===== src/design/mer_pkg.sv =====
// Shared types, widths and codes for the midpoint ellipse rasterizer.
package mer_pkg;

  localparam int DEF_COORD_BITS = 12;
  localparam int RADIUS_BITS    = 11;
  localparam int OUT_W          = 14;
  localparam int IN_DATA_W      = 8;
  localparam int OUT_DATA_W     = 4 * OUT_W;
  localparam int CFG_ADDR_W     = 2;

  localparam int SQ_W    = 2 * RADIUS_BITS;       // a*a, b*b
  localparam int OFFX_W  = RADIUS_BITS + 2;       // x offset, headroom past a
  localparam int OFFY_W  = RADIUS_BITS + 1;       // y offset, signed, ends at -1
  localparam int SLOPE_W = 38;                    // signed slope terms
  localparam int TERM_W  = SLOPE_W + 1;
  localparam int DEC_W   = 52;                    // signed decision value (x4)
  localparam int TMP_W   = DEC_W - 1;             // unsigned crossover partials
  localparam int TX_W    = OFFX_W + 1;            // 2x+1
  localparam int TX2_W   = 2 * TX_W;
  localparam int MUL_W   = 32;

  localparam logic [CFG_ADDR_W-1:0] CFG_CENTER_X = 2'd0;
  localparam logic [CFG_ADDR_W-1:0] CFG_CENTER_Y = 2'd1;
  localparam logic [CFG_ADDR_W-1:0] CFG_RADIUS_A = 2'd2;
  localparam logic [CFG_ADDR_W-1:0] CFG_RADIUS_B = 2'd3;

  typedef enum logic [1:0] {
    PH_IDLE,
    PH_ONE,
    PH_TWO,
    PH_DONE
  } phase_t;

  typedef enum logic [3:0] {
    ST_IDLE,
    ST_SETUP_A2,
    ST_SETUP_B2,
    ST_SETUP_AB,
    ST_SETUP_DEC,
    ST_CROSS_TX,
    ST_CROSS_TY,
    ST_CROSS_BT,
    ST_CROSS_AU,
    ST_CROSS_AB,
    ST_CROSS_DEC,
    ST_EMIT,
    ST_TERM,
    ST_DEC_UPD
  } state_t;

  typedef enum logic [3:0] {
    OP_NONE,
    OP_SETUP_A2,
    OP_SETUP_B2,
    OP_SETUP_AB,
    OP_SETUP_DEC,
    OP_CROSS_TX,
    OP_CROSS_TY,
    OP_CROSS_BT,
    OP_CROSS_AU,
    OP_CROSS_AB,
    OP_CROSS_DEC,
    OP_EMIT,
    OP_TERM,
    OP_DEC_UPD
  } op_t;

  typedef enum logic [1:0] {
    UPD_R1_NEG,
    UPD_R1_POS,
    UPD_R2_POS,
    UPD_R2_NEG
  } upd_t;

  typedef struct packed {
    op_t    op;
    phase_t phase;
  } cmd_t;

  typedef struct packed {
    logic sx_lt_sy;
    logic y_le_zero;
  } status_t;

endpackage


===== src/design/mer_ctrl.sv =====
// Sequencer for the ellipse rasterizer: item handshake, phase and datapath commands.
module mer_ctrl import mer_pkg::*; (
  input  logic    clk,
  input  logic    rst_n,
  input  logic    in_tvalid,
  input  logic    in_start,
  output logic    in_tready,
  input  logic    out_tready,
  output logic    out_tvalid,
  input  status_t status,
  output cmd_t    cmd
);

  state_t state_r, state_nxt;
  phase_t phase_r, phase_nxt;
  logic   out_valid_r, out_valid_nxt;
  logic   out_free;

  assign out_free   = !out_valid_r || out_tready;
  assign out_tvalid = out_valid_r;

  always_comb begin
    state_nxt     = state_r;
    phase_nxt     = phase_r;
    out_valid_nxt = out_valid_r && !out_tready;
    in_tready     = 1'b0;
    cmd.op        = OP_NONE;
    cmd.phase     = phase_r;
    unique case (state_r)
      ST_IDLE: begin
        in_tready = 1'b1;
        if (in_tvalid) begin
          if (in_start) begin
            phase_nxt = PH_ONE;
            state_nxt = ST_SETUP_A2;
          end else if (phase_r == PH_ONE && !status.sx_lt_sy) begin
            phase_nxt = PH_TWO;
            state_nxt = ST_CROSS_TX;
          end else begin
            state_nxt = ST_EMIT;
          end
        end
      end
      ST_SETUP_A2: begin
        cmd.op    = OP_SETUP_A2;
        state_nxt = ST_SETUP_B2;
      end
      ST_SETUP_B2: begin
        cmd.op    = OP_SETUP_B2;
        state_nxt = ST_SETUP_AB;
      end
      ST_SETUP_AB: begin
        cmd.op    = OP_SETUP_AB;
        state_nxt = ST_SETUP_DEC;
      end
      ST_SETUP_DEC: begin
        cmd.op = OP_SETUP_DEC;
        // slopes are settled here; a flat ellipse skips region one at once
        if (!status.sx_lt_sy) begin
          phase_nxt = PH_TWO;
          state_nxt = ST_CROSS_TX;
        end else begin
          state_nxt = ST_EMIT;
        end
      end
      ST_CROSS_TX: begin
        cmd.op    = OP_CROSS_TX;
        state_nxt = ST_CROSS_TY;
      end
      ST_CROSS_TY: begin
        cmd.op    = OP_CROSS_TY;
        state_nxt = ST_CROSS_BT;
      end
      ST_CROSS_BT: begin
        cmd.op    = OP_CROSS_BT;
        state_nxt = ST_CROSS_AU;
      end
      ST_CROSS_AU: begin
        cmd.op    = OP_CROSS_AU;
        state_nxt = ST_CROSS_AB;
      end
      ST_CROSS_AB: begin
        cmd.op    = OP_CROSS_AB;
        state_nxt = ST_CROSS_DEC;
      end
      ST_CROSS_DEC: begin
        cmd.op    = OP_CROSS_DEC;
        state_nxt = ST_EMIT;
      end
      ST_EMIT: begin
        // hold until the output register is free
        if (out_free) begin
          cmd.op        = OP_EMIT;
          out_valid_nxt = 1'b1;
          if (phase_r == PH_ONE || phase_r == PH_TWO) begin
            state_nxt = ST_TERM;
            if (phase_r == PH_TWO && status.y_le_zero) begin
              phase_nxt = PH_DONE;
            end
          end else begin
            state_nxt = ST_IDLE;
          end
        end
      end
      ST_TERM: begin
        cmd.op    = OP_TERM;
        state_nxt = ST_DEC_UPD;
      end
      ST_DEC_UPD: begin
        cmd.op    = OP_DEC_UPD;
        state_nxt = ST_IDLE;
      end
      default: begin
        state_nxt = ST_IDLE;
      end
    endcase
  end

  always_ff @(posedge clk) begin
    if (!rst_n) begin
      state_r     <= ST_IDLE;
      phase_r     <= PH_IDLE;
      out_valid_r <= 1'b0;
    end else begin
      state_r     <= state_nxt;
      phase_r     <= phase_nxt;
      out_valid_r <= out_valid_nxt;
    end
  end

`ifndef NO_ASSERTIONS
  a_start_setup: assert property (@(posedge clk) disable iff (!rst_n)
    (in_tvalid && in_tready && in_start) |=> (state_r == ST_SETUP_A2 && phase_r == PH_ONE))
    else $error("start item did not enter setup in region one");

  a_cross_phase: assert property (@(posedge clk) disable iff (!rst_n)
    (state_r == ST_CROSS_TX) |-> (phase_r == PH_TWO))
    else $error("crossover setup outside region two");

  a_no_skip_two: assert property (@(posedge clk) disable iff (!rst_n)
    (phase_r == PH_ONE) |=> (phase_r != PH_DONE))
    else $error("ellipse finished without passing region two");

  a_emit_free: assert property (@(posedge clk) disable iff (!rst_n)
    (state_r == ST_EMIT && !out_valid_r) |=> out_valid_r)
    else $error("result not loaded while output register was empty");
`endif

endmodule


===== src/design/mer_datapath.sv =====
// Datapath of the ellipse rasterizer: config registers, shared multiplier, iteration state.
module mer_datapath import mer_pkg::*; #(
  parameter  int COORD_BITS = DEF_COORD_BITS,
  localparam int CFG_W      = (COORD_BITS > RADIUS_BITS) ? COORD_BITS : RADIUS_BITS
) (
  input  logic                  clk,
  input  logic                  rst_n,
  input  logic                  cfg_we,
  input  logic [CFG_ADDR_W-1:0] cfg_addr,
  input  logic [CFG_W-1:0]      cfg_wdata,
  input  cmd_t                  cmd,
  output status_t               status,
  output logic [OUT_DATA_W-1:0] out_data,
  output logic                  out_live,
  output logic                  out_last
);

  localparam int SUM_W = ((COORD_BITS > OFFY_W) ? COORD_BITS : OFFY_W) + 2;

  // configuration
  logic [COORD_BITS-1:0]  cx_r, cy_r;
  logic [RADIUS_BITS-1:0] ra_r, rb_r;

  always_ff @(posedge clk) begin
    if (!rst_n) begin
      cx_r <= '0;
      cy_r <= '0;
      ra_r <= '0;
      rb_r <= '0;
    end else if (cfg_we) begin
      unique case (cfg_addr)
        CFG_CENTER_X: cx_r <= cfg_wdata[COORD_BITS-1:0];
        CFG_CENTER_Y: cy_r <= cfg_wdata[COORD_BITS-1:0];
        CFG_RADIUS_A: ra_r <= cfg_wdata[RADIUS_BITS-1:0];
        CFG_RADIUS_B: rb_r <= cfg_wdata[RADIUS_BITS-1:0];
        default: ;
      endcase
    end
  end

  // working state
  logic [COORD_BITS-1:0]    lat_cx_r, lat_cx_nxt, lat_cy_r, lat_cy_nxt;
  logic [RADIUS_BITS-1:0]   lat_b_r, lat_b_nxt;
  logic [SQ_W-1:0]          a2_r, a2_nxt, b2_r, b2_nxt;
  logic [OFFX_W-1:0]        off_x_r, off_x_nxt;
  logic signed [OFFY_W-1:0] off_y_r, off_y_nxt;
  logic signed [SLOPE_W-1:0] sx_r, sx_nxt, sy_r, sy_nxt;
  logic signed [DEC_W-1:0]  dec_r, dec_nxt;
  logic [TMP_W-1:0]         tmp1_r, tmp1_nxt, tmp2_r, tmp2_nxt, tmp3_r, tmp3_nxt;
  logic signed [TERM_W-1:0] term_r, term_nxt;
  upd_t                     kind_r, kind_nxt;
  logic [OUT_DATA_W-1:0]    out_data_r, out_data_nxt;
  logic                     out_live_r, out_live_nxt, out_last_r, out_last_nxt;

  // shared multiplier
  logic [MUL_W-1:0]     mul_a, mul_b;
  logic [2*MUL_W-1:0]   mul_p;
  logic [TX_W-1:0]      tx;
  logic [OFFY_W-1:0]    ty_full;
  logic [RADIUS_BITS-1:0] ty_mag;

  assign tx      = {off_x_r, 1'b1};
  assign ty_full = off_y_r - OFFY_W'(1);
  // y is never below zero at the crossover; y-1 = -1 squares to 1
  assign ty_mag  = (off_y_r == '0) ? RADIUS_BITS'(1) : ty_full[RADIUS_BITS-1:0];

  always_comb begin
    mul_a = '0;
    mul_b = '0;
    unique case (cmd.op)
      OP_SETUP_A2: begin
        mul_a = MUL_W'(ra_r);
        mul_b = MUL_W'(ra_r);
      end
      OP_SETUP_B2: begin
        mul_a = MUL_W'(lat_b_r);
        mul_b = MUL_W'(lat_b_r);
      end
      OP_SETUP_AB: begin
        mul_a = MUL_W'(a2_r);
        mul_b = MUL_W'(lat_b_r);
      end
      OP_CROSS_TX: begin
        mul_a = MUL_W'(tx);
        mul_b = MUL_W'(tx);
      end
      OP_CROSS_TY: begin
        mul_a = MUL_W'(ty_mag);
        mul_b = MUL_W'(ty_mag);
      end
      OP_CROSS_BT: begin
        mul_a = MUL_W'(b2_r);
        mul_b = MUL_W'(tmp1_r[TX2_W-1:0]);
      end
      OP_CROSS_AU: begin
        mul_a = MUL_W'(a2_r);
        mul_b = MUL_W'(tmp2_r[SQ_W-1:0]);
      end
      OP_CROSS_AB: begin
        mul_a = MUL_W'(a2_r);
        mul_b = MUL_W'(b2_r);
      end
      default: ;
    endcase
  end

  assign mul_p = (2*MUL_W)'(mul_a) * (2*MUL_W)'(mul_b);

  // extended operands
  logic signed [DEC_W-1:0]   a2_d, b2_d, sy_d;
  logic signed [SLOPE_W-1:0] a2x2, b2x2;
  logic signed [TERM_W-1:0]  t_sx, t_sy, t_sq;
  logic [SUM_W-1:0]          cx_s, cy_s, ox_s, oy_s;
  logic [SUM_W-1:0]          ppx, ppy, pnx, pny;
  logic                      live, y_le0;

  assign a2_d = $signed(DEC_W'(a2_r));
  assign b2_d = $signed(DEC_W'(b2_r));
  assign sy_d = DEC_W'(sy_r);
  assign a2x2 = $signed(SLOPE_W'({a2_r, 1'b0}));
  assign b2x2 = $signed(SLOPE_W'({b2_r, 1'b0}));

  assign t_sx = (kind_r == UPD_R2_POS) ? '0 : TERM_W'(sx_r);
  assign t_sy = (kind_r == UPD_R1_NEG) ? '0 : TERM_W'(sy_r);
  assign t_sq = (kind_r == UPD_R1_NEG || kind_r == UPD_R1_POS) ?
                $signed(TERM_W'(b2_r)) : $signed(TERM_W'(a2_r));

  assign cx_s = SUM_W'(lat_cx_r);
  assign cy_s = SUM_W'(lat_cy_r);
  assign ox_s = SUM_W'(off_x_r);
  assign oy_s = SUM_W'(off_y_r);
  assign ppx  = cx_s + ox_s;
  assign ppy  = cy_s + oy_s;
  assign pnx  = cx_s - ox_s;
  assign pny  = cy_s - oy_s;

  assign live  = (cmd.phase == PH_ONE) || (cmd.phase == PH_TWO);
  assign y_le0 = (off_y_r <= 0);

  always_comb begin
    lat_cx_nxt   = lat_cx_r;
    lat_cy_nxt   = lat_cy_r;
    lat_b_nxt    = lat_b_r;
    a2_nxt       = a2_r;
    b2_nxt       = b2_r;
    off_x_nxt    = off_x_r;
    off_y_nxt    = off_y_r;
    sx_nxt       = sx_r;
    sy_nxt       = sy_r;
    dec_nxt      = dec_r;
    tmp1_nxt     = tmp1_r;
    tmp2_nxt     = tmp2_r;
    tmp3_nxt     = tmp3_r;
    term_nxt     = term_r;
    kind_nxt     = kind_r;
    out_data_nxt = out_data_r;
    out_live_nxt = out_live_r;
    out_last_nxt = out_last_r;
    unique case (cmd.op)
      OP_SETUP_A2: begin
        lat_cx_nxt = cx_r;
        lat_cy_nxt = cy_r;
        lat_b_nxt  = rb_r;
        a2_nxt     = mul_p[SQ_W-1:0];
        off_x_nxt  = '0;
        off_y_nxt  = $signed(OFFY_W'(rb_r));
        sx_nxt     = '0;
      end
      OP_SETUP_B2: b2_nxt = mul_p[SQ_W-1:0];
      OP_SETUP_AB: sy_nxt = $signed({mul_p[SLOPE_W-2:0], 1'b0});
      // 4*b^2 - 4*a^2*b + a^2, with slope_y = 2*a^2*b
      OP_SETUP_DEC: dec_nxt = (b2_d <<< 2) - (sy_d <<< 1) + a2_d;
      OP_CROSS_TX:  tmp1_nxt = mul_p[TMP_W-1:0];
      OP_CROSS_TY:  tmp2_nxt = mul_p[TMP_W-1:0];
      OP_CROSS_BT:  tmp1_nxt = mul_p[TMP_W-1:0];
      OP_CROSS_AU:  tmp2_nxt = mul_p[TMP_W-1:0];
      OP_CROSS_AB:  tmp3_nxt = mul_p[TMP_W-1:0];
      OP_CROSS_DEC: begin
        dec_nxt = $signed(DEC_W'(tmp1_r)) + ($signed(DEC_W'(tmp2_r)) <<< 2)
                - ($signed(DEC_W'(tmp3_r)) <<< 2);
      end
      OP_EMIT: begin
        out_live_nxt = live;
        out_last_nxt = live && (cmd.phase == PH_TWO) && y_le0;
        out_data_nxt = live ? {pny[OUT_W-1:0], pnx[OUT_W-1:0],
                               ppy[OUT_W-1:0], ppx[OUT_W-1:0]} : '0;
        if (cmd.phase == PH_ONE) begin
          off_x_nxt = off_x_r + OFFX_W'(1);
          sx_nxt    = sx_r + b2x2;
          if (dec_r < 0) begin
            kind_nxt = UPD_R1_NEG;
          end else begin
            kind_nxt  = UPD_R1_POS;
            off_y_nxt = off_y_r - OFFY_W'(1);
            sy_nxt    = sy_r - a2x2;
          end
        end else if (cmd.phase == PH_TWO) begin
          off_y_nxt = off_y_r - OFFY_W'(1);
          sy_nxt    = sy_r - a2x2;
          if (dec_r > 0) begin
            kind_nxt = UPD_R2_POS;
          end else begin
            kind_nxt  = UPD_R2_NEG;
            off_x_nxt = off_x_r + OFFX_W'(1);
            sx_nxt    = sx_r + b2x2;
          end
        end
      end
      OP_TERM:    term_nxt = t_sx - t_sy + t_sq;
      OP_DEC_UPD: dec_nxt  = dec_r + (DEC_W'(term_r) <<< 2);
      default: ;
    endcase
  end

  always_ff @(posedge clk) begin
    lat_cx_r   <= lat_cx_nxt;
    lat_cy_r   <= lat_cy_nxt;
    lat_b_r    <= lat_b_nxt;
    a2_r       <= a2_nxt;
    b2_r       <= b2_nxt;
    off_x_r    <= off_x_nxt;
    off_y_r    <= off_y_nxt;
    sx_r       <= sx_nxt;
    sy_r       <= sy_nxt;
    dec_r      <= dec_nxt;
    tmp1_r     <= tmp1_nxt;
    tmp2_r     <= tmp2_nxt;
    tmp3_r     <= tmp3_nxt;
    term_r     <= term_nxt;
    kind_r     <= kind_nxt;
    out_data_r <= out_data_nxt;
    out_live_r <= out_live_nxt;
    out_last_r <= out_last_nxt;
  end

  assign status.sx_lt_sy  = (sx_r < sy_r);
  assign status.y_le_zero = y_le0;
  assign out_data = out_data_r;
  assign out_live = out_live_r;
  assign out_last = out_last_r;

endmodule


===== src/design/midpoint_ellipse_rasterizer.sv =====
// Top level of the midpoint ellipse rasterizer: controller plus datapath.
//
// Usage:
//  - Write center_x (index 0), center_y (1), radius_a (2) and radius_b (3) on the
//    cfg_ port while idle; a write lands at the clock edge with cfg_we high.
//  - Each input item (in_tdata bit 0 = start_req) yields exactly one output item.
//    start_req=1 latches the registers and begins a new ellipse; 0 advances one
//    iteration. out_tdata carries the four mirrored coordinates, out_tuser marks
//    a live iteration, out_tlast marks the final one. Past the end, or before any
//    start, items come back with all fields zero.
//  - From accept to out_tvalid a plain step goes straight to emit, a start item
//    first passes the setup states (A2, B2, AB, DEC), and a step that crosses from
//    region one into region two first passes the crossover states (TX to DEC).
//  - A live step then runs the term and decision-update steps, and only back in
//    idle is a new item accepted. The setup and crossover products run one at a time
//    through a single 32x32 multiplier; the per-step update is adds only.
//  - A stalled receiver holds the result in the output register; the next item
//    is still accepted and worked on, and waits at the emit step for the slot.
//  - Synchronous active-low reset clears the configuration to zero, empties the
//    output register and returns to idle with no ellipse in progress.
module midpoint_ellipse_rasterizer import mer_pkg::*; #(
  parameter  int COORD_BITS = DEF_COORD_BITS,
  localparam int CFG_W      = (COORD_BITS > RADIUS_BITS) ? COORD_BITS : RADIUS_BITS
) (
  input  logic                  clk,
  input  logic                  rst_n,
  // input items
  input  logic                  in_tvalid,
  output logic                  in_tready,
  input  logic [IN_DATA_W-1:0]  in_tdata,   // [0] start_req, [7:1] zero
  // result items
  output logic                  out_tvalid,
  input  logic                  out_tready,
  output logic [OUT_DATA_W-1:0] out_tdata,  // [13:0] px_pos_x, [27:14] py_pos_y,
                                            // [41:28] px_neg_x, [55:42] py_neg_y
  output logic                  out_tuser,  // [0] points_valid
  output logic                  out_tlast,  // last_points
  // configuration writes
  input  logic                  cfg_we,
  input  logic [CFG_ADDR_W-1:0] cfg_addr,
  input  logic [CFG_W-1:0]      cfg_wdata
);

  cmd_t    cmd;
  status_t status;

  // sequencing, handshakes and ellipse phase
  mer_ctrl u_ctrl (
    .clk        (clk),
    .rst_n      (rst_n),
    .in_tvalid  (in_tvalid),
    .in_start   (in_tdata[0]),
    .in_tready  (in_tready),
    .out_tready (out_tready),
    .out_tvalid (out_tvalid),
    .status     (status),
    .cmd        (cmd)
  );

  // arithmetic, configuration and the output payload register
  mer_datapath #(
    .COORD_BITS (COORD_BITS)
  ) u_datapath (
    .clk       (clk),
    .rst_n     (rst_n),
    .cfg_we    (cfg_we),
    .cfg_addr  (cfg_addr),
    .cfg_wdata (cfg_wdata),
    .cmd       (cmd),
    .status    (status),
    .out_data  (out_tdata),
    .out_live  (out_tuser),
    .out_last  (out_tlast)
  );

endmodule

===== config.mk =====
export PLATFORM = sky130hd
export DESIGN_NAME = midpoint_ellipse_rasterizer
export DESIGN_NICKNAME = d
export VERILOG_FILES = /design/src/design/mer_pkg.sv /design/src/design/mer_ctrl.sv /design/src/design/mer_datapath.sv /design/src/design/midpoint_ellipse_rasterizer.sv
export SDC_FILE = /design/constraint.sdc
export NUM_CORES = 2
export LEC_CHECK = 0
export BUFFER_PORTS_ARGS = -buffer_cell sky130_fd_sc_hd__buf_4
export CAP_MARGIN = 10
export CORE_ASPECT_RATIO = 1.1
export CORE_MARGIN = 2
export CORE_UTILIZATION = 40
export DETAILED_ROUTE_END_ITERATION = 16
export PLACE_DENSITY_LB_ADDON = 0.2
export SYNTH_ARGS = -nofsm -noshare
export SYNTH_HDL_FRONTEND = slang
export SYNTH_HIERARCHICAL = 1
export SYNTH_SLANG_ARGS = --single-unit

===== constraint.sdc =====
create_clock -name clk -period 14.68 [get_ports clk]
set_input_delay 2.936 -clock clk [delete_from_list [all_inputs] [get_ports clk]]
set_output_delay 2.936 -clock clk [all_outputs]
set_load 0.05 [all_outputs]

; ---- Word-level counts from Yosys, hierarchy flattened
; Index checks and enable logic that the tools add are counted.
[op_classes]
addsub = 15
n_mul = 1
n_div = 0
order_cmp = 4
n_eq_ne = 42
shifts = 0
n_mux = 47
bitwise_logic = 0
n_reduce_logical = 34
[ops]
columns = op, n
row1 = 2-to-1 mux 38 bit, 6
row2 = case mux 28 bit (7 select lines), 1
row3 = case mux 52 bit (3 select lines), 1
row4 = case mux 38 bit (2 select lines), 2
row5 = case mux 22 bit (6 select lines), 1
row6 = case mux 4 bit (13 select lines), 2
row7 = 2-to-1 mux 39 bit, 2
row8 = adder 51 x 52 -> 52 bit, 1
row9 = adder 52 x 23 -> 52 bit, 1
row10 = adder 52 x 41 -> 52 bit, 1
row11 = > comparator 52 x 1 -> 1 bit (second input constant), 1
row12 = less-than comparator 52 x 1 -> 1 bit (second input constant), 1
row13 = subtractor 52 bit, 1
row14 = multiplier 22 x 28 -> 50 bit, 1
row15 = == test 4 bit (second input constant), 12
row16 = subtractor 25 x 39 -> 40 bit, 1
row17 = adder 39 bit, 1
row18 = 2-to-1 mux 13 bit, 3
row19 = subtractor 39 bit, 1
row20 = adder 38 x 24 -> 38 bit, 1
row21 = less-than comparator 38 bit, 1
row22 = subtractor 38 x 24 -> 38 bit, 1
row23 = 2-to-1 mux 12 bit, 3
row24 = == test 4 x 3 -> 1 bit (second input constant), 8
row25 = other kinds (36), 89
[totals]
ff_bits = 534
latchBits = 0
ram_bits = 0
romBits = 0
output_inout_bits = 60
elab_cells = 168
memories = 0

; ---- Depth between registers and ports, before layout
[logic_depth]
depth_word = 9
ltp_mapped = 37
mapped_depth_nobuf = 33

; ---- Cells and area by module
; The synthesis kept the hierarchy.
[modules_own_cells]
columns = mod, n_inst, cells_per_inst, area_each_um2, seq_area_each_um2
row1 = mer_datapath, 1, 6113, 56624.3, 15244.6
row2 = mer_ctrl, 1, 75, 559.3, 140.1

; ---- Worst setup path before layout
; Ideal clock, no wire load.
[synth_timing]
path_kind = input to register
startpoint = input port out_tready
endpoint = register u_datapath.tmp1_r[48], data pin
setup_ps = 273
arrival_ps = 12813
t_required_ps = 14407
path_slack_ps = 1594
stages = 33
path_cell_list = nand2b_1 > nand2_1 > a31oi_1 > clkbuf_1 > nand2b_1 > nor3_1 > clkbuf_1 > a222oi_1 > nand2_1 > clkbuf_1 > nand2_1 > fa_1 > inv_1 > fa_1 > inv_1 > fa_1 > inv_1 > fa_1 > fa_1 > fa_1 > fa_1 > ha_1 > clkbuf_1 > and3_1 > nor2b_1 > nand3_1 > a2111oi_0 > nor3b_1 > o21a_1 > o21ai_1 > nand3_1 > o21ai_0 > xor2_1
[synth_rtl]
columns = item, line
row1 = start: declaration, midpoint_ellipse_rasterizer.sv:33  ; input logic out_tready,
row2 = end signal: assignment, mer_datapath.sv:226  ; tmp1_r <= tmp1_nxt;
row3 = end: declaration, mer_datapath.sv:49  ; logic [TMP_W-1:0] tmp1_r, tmp1_nxt, tmp2_r, tmp2_nxt, tmp3_r, tmp3_nxt;

==> impl_metrics.yaml <==
outcome:
  status: "completed"
timing:
  slew_viol_final: 0
  rsz0062_at_grt: "false"
  worst_pin_slew_ns: 1.15
  max_freq_mhz: 74.3
  fin_crit_ns: 13.45
  min_period_over_period: 0.916
  max-slew-margin-rel: 0.234
  layout_setup_ws_ns: 1.23
  setup_viol: 0
  finalSetupTns_ns: 0
  hold_viol: 0
  finClkSkew_ns: 0.0443
  whs_ns: 0.430
clock_network:
  cts_buffers: 60
  hold_buffers: 0
  clk_pin_slew_ns: 0.06
  cts_sinks: 530
  clk_latency_ns: 0.69
  cts_resized: 0
  tritoncts: "done"
  clock-root-buffer: "clkbuf_16"
  cts_max_level: 2
  post-cts-setup-buffers: 0
  clk_path_buf_depth: 3
run:
  maxCapViolations: 0
drt:
  wl_per_cell_microns: 21.1
  first_pass_iters: 6
  vias: 44000
  viasPerCell: 5.41
  routed_wl_microns: 172000
  drc: 0
  antenna_left: 0
  drt-initial-drc-count: 3233
synth:
  async_reset_ff_frac: 0
  synth_fa_ha_area_frac: 0.320
  syn_inst: 6188
  synth_nets: 7308
  synth_edf_count: 477
  synth_mux_area_frac: 0.00696
  yosysWarnings: 6
  synth_xor_area_frac: 0.0486
  yosys.area_share.simple: 0.141
  synth_top_family_by_area: "adder cells"
  yosys_register_bits: 530
  synth_area_per_cell_sq_um: 9.24
  synth-compound-area-share: 0.134
  ys_types: 93
  synth_ff_type: "edfxtp_1"
  netlist_area_sq_um: 57200
  yosysSeqAreaShare: 0.269
setup_path:
  crit_fanout: 15
  crit_start: "out_tready"
  slowest_delay_ns: 0.92
  end_kind: "flip-flop"
  r2r-start: "u_ctrl/state_r[3]"
  cpMaxStageDelayCell: "a21oi_1"
  critPathArrivalTime_ns: 13.89
  crit_type: "input port to flip-flop"
  critical_path.most_common_cell: "fa_1"
  required_ns: 15.12
  setup.worst_path.start_class: "input port"
placed_design:
  gp_congestion: 0.929
  placed_area_sq_um: 60000
  numPortBuffers: 79
  place_hpwl_microns: 138000
  pre_cts_ws_ns: 0.691
global_route:
  antenna_found_initial: 1
  grt_pass1_wl_microns: 266000
  overflow: 0
  grt_pass1_vias: 45100
  grt_max_degree: 79
  grt.total_usage: 0.236
floorplanning:
  core_area_sq_um: 142000
  die_y_microns: 401
  dieArea_sq_um: 146000
  initial_core_util: 0.403
  fp.dieW_microns: 365
  pin_count: 87
  row_count: 145
power:
  ir_drop_uv: 109
  p_leak_nw: 27.5
  power_density_nw_per_um2: 218
finish:
  diodes: 0
  final_net_count: 7288
  area_delta_synth_final_pct: 8.68
  final_area_sq_um: 62100
  drive_above_1_share: 0.0555
min_path:
  hold_start: "u_datapath/cy_r[1]"
  hold_class: "flip-flop to flip-flop"
[cells in the final DEF, fill, tap and decap left out, types with 70 or more instances in the layout]
master,n
xnor2_1,213
a21o_1,156
nand3_1,84
nor2_1,517
and2_1,70
buf_4,165
inv_1,976
xor2_1,104
fa_1,614
a22oi_1,77
nor3_1,71
a21oi_1,284
ha_1,478
nand2_1,739
o21ai_0,227
edfxtp_1,477
[cells by family after synthesis]
group	Yosys count
compound gates	1174
xor+xnor	317
fa+ha+maj	1093
buf+inv	1225
flops	530
mux	39
simple gates	1810
[metal layers]
metal,vias up,global-route usage,share of wire,wire length (microns)
met5,-,0,0,0
met4,0,0.0612,0.027,4580
met3,222,0.0249,0.059,10100
met2,1303,0.384,0.46,79300
met1,21900,0.335,0.45,77600
li1,20500,-,-,-
[critical path: cells and delay by family]
family	cells	cell delay, ns
adders and majority gates	8	3.79
AOI/OAI and AO/OA	7	3.30
xor gates and xnor gates	1	0.31
buffers and inverters	8	1.13
and+or+nand+nor	10	2.40
[synthesized netlist by cell type, types with 80 or more instances]
master	number	area, sq um
nor2_1	522	1960
inv_1	976	3660
a21oi_1	285	1430
nand2_1	739	2770
clkbuf_1	226	848
nand3_1	85	425
xnor2_1	213	1870
xor2_1	104	911
fa_1	614	12300
a21o_1	157	1180
nor3_1	80	400
o21ai_0	227	1140
edfxtp_1	477	14300
ha_1	479	5990
[metrics by stage]
stage,power (mW),std cells,util
floorplan,8.94,6188,-
global placement,11.7,8017,0.422
detailed placement,11.8,8017,0.422
CTS,13.5,8130,0.437
global route,14.6,8130,0.437
finish,13.5,8130,0.437
[registers in the layout (all words and copies together) (netlist names), 2 cells and up]
register,cells
u_datapath/kind_r,2
u_datapath/a2_r,22
u_datapath/tmp2_r,50
u_datapath/lat_b_r,11
u_datapath/lat_cy_r,12
u_ctrl/state_r,4
u_datapath/tmp1_r,50
u_datapath/ra_r,11
u_datapath/sy_r,37
u_datapath/b2_r,22
u_datapath/tmp3_r,50
u_datapath/lat_cx_r,12
u_datapath/dec_r,52
u_datapath/out_data,54
u_datapath/sx_r,37
u_datapath/cy_r,12
u_datapath/rb_r,11
u_datapath/off_x_r,13
u_datapath/term_r,39
u_datapath/off_y_r,12
u_datapath/cx_r,12
u_ctrl/phase_r,2
[worst paths after layout]
check,endpoint,cells after the start,slack [ns]
setup / recovery,u_datapath/tmp1_r[48],34,1.23
hold / removal,u_datapath/lat_cy_r[1],0,0.43
setup reg to reg,u_datapath/tmp1_r[48],32,3.02
hold reg to reg,u_datapath/lat_cy_r[1],0,0.43
[cell type report]
class | count | area [sq um]
fill | 14000 | 79900
clock inverter | 49 | 619
tap | 1911 | 2390
clock buffer | 64 | 1530
inverter | 978 | 3670
timing repair buffer | 165 | 1240
multi-input combinational | 4433 | 37300
sequential | 530 | 15400
[where the power goes]
group	internal (mW)	total [mW]	switching [mW]
registers	2.49	2.86	0.368
clock network	0.954	1.64	0.685
logic	3.21	9.04	5.84
Power figures use the tool's default switching activity.
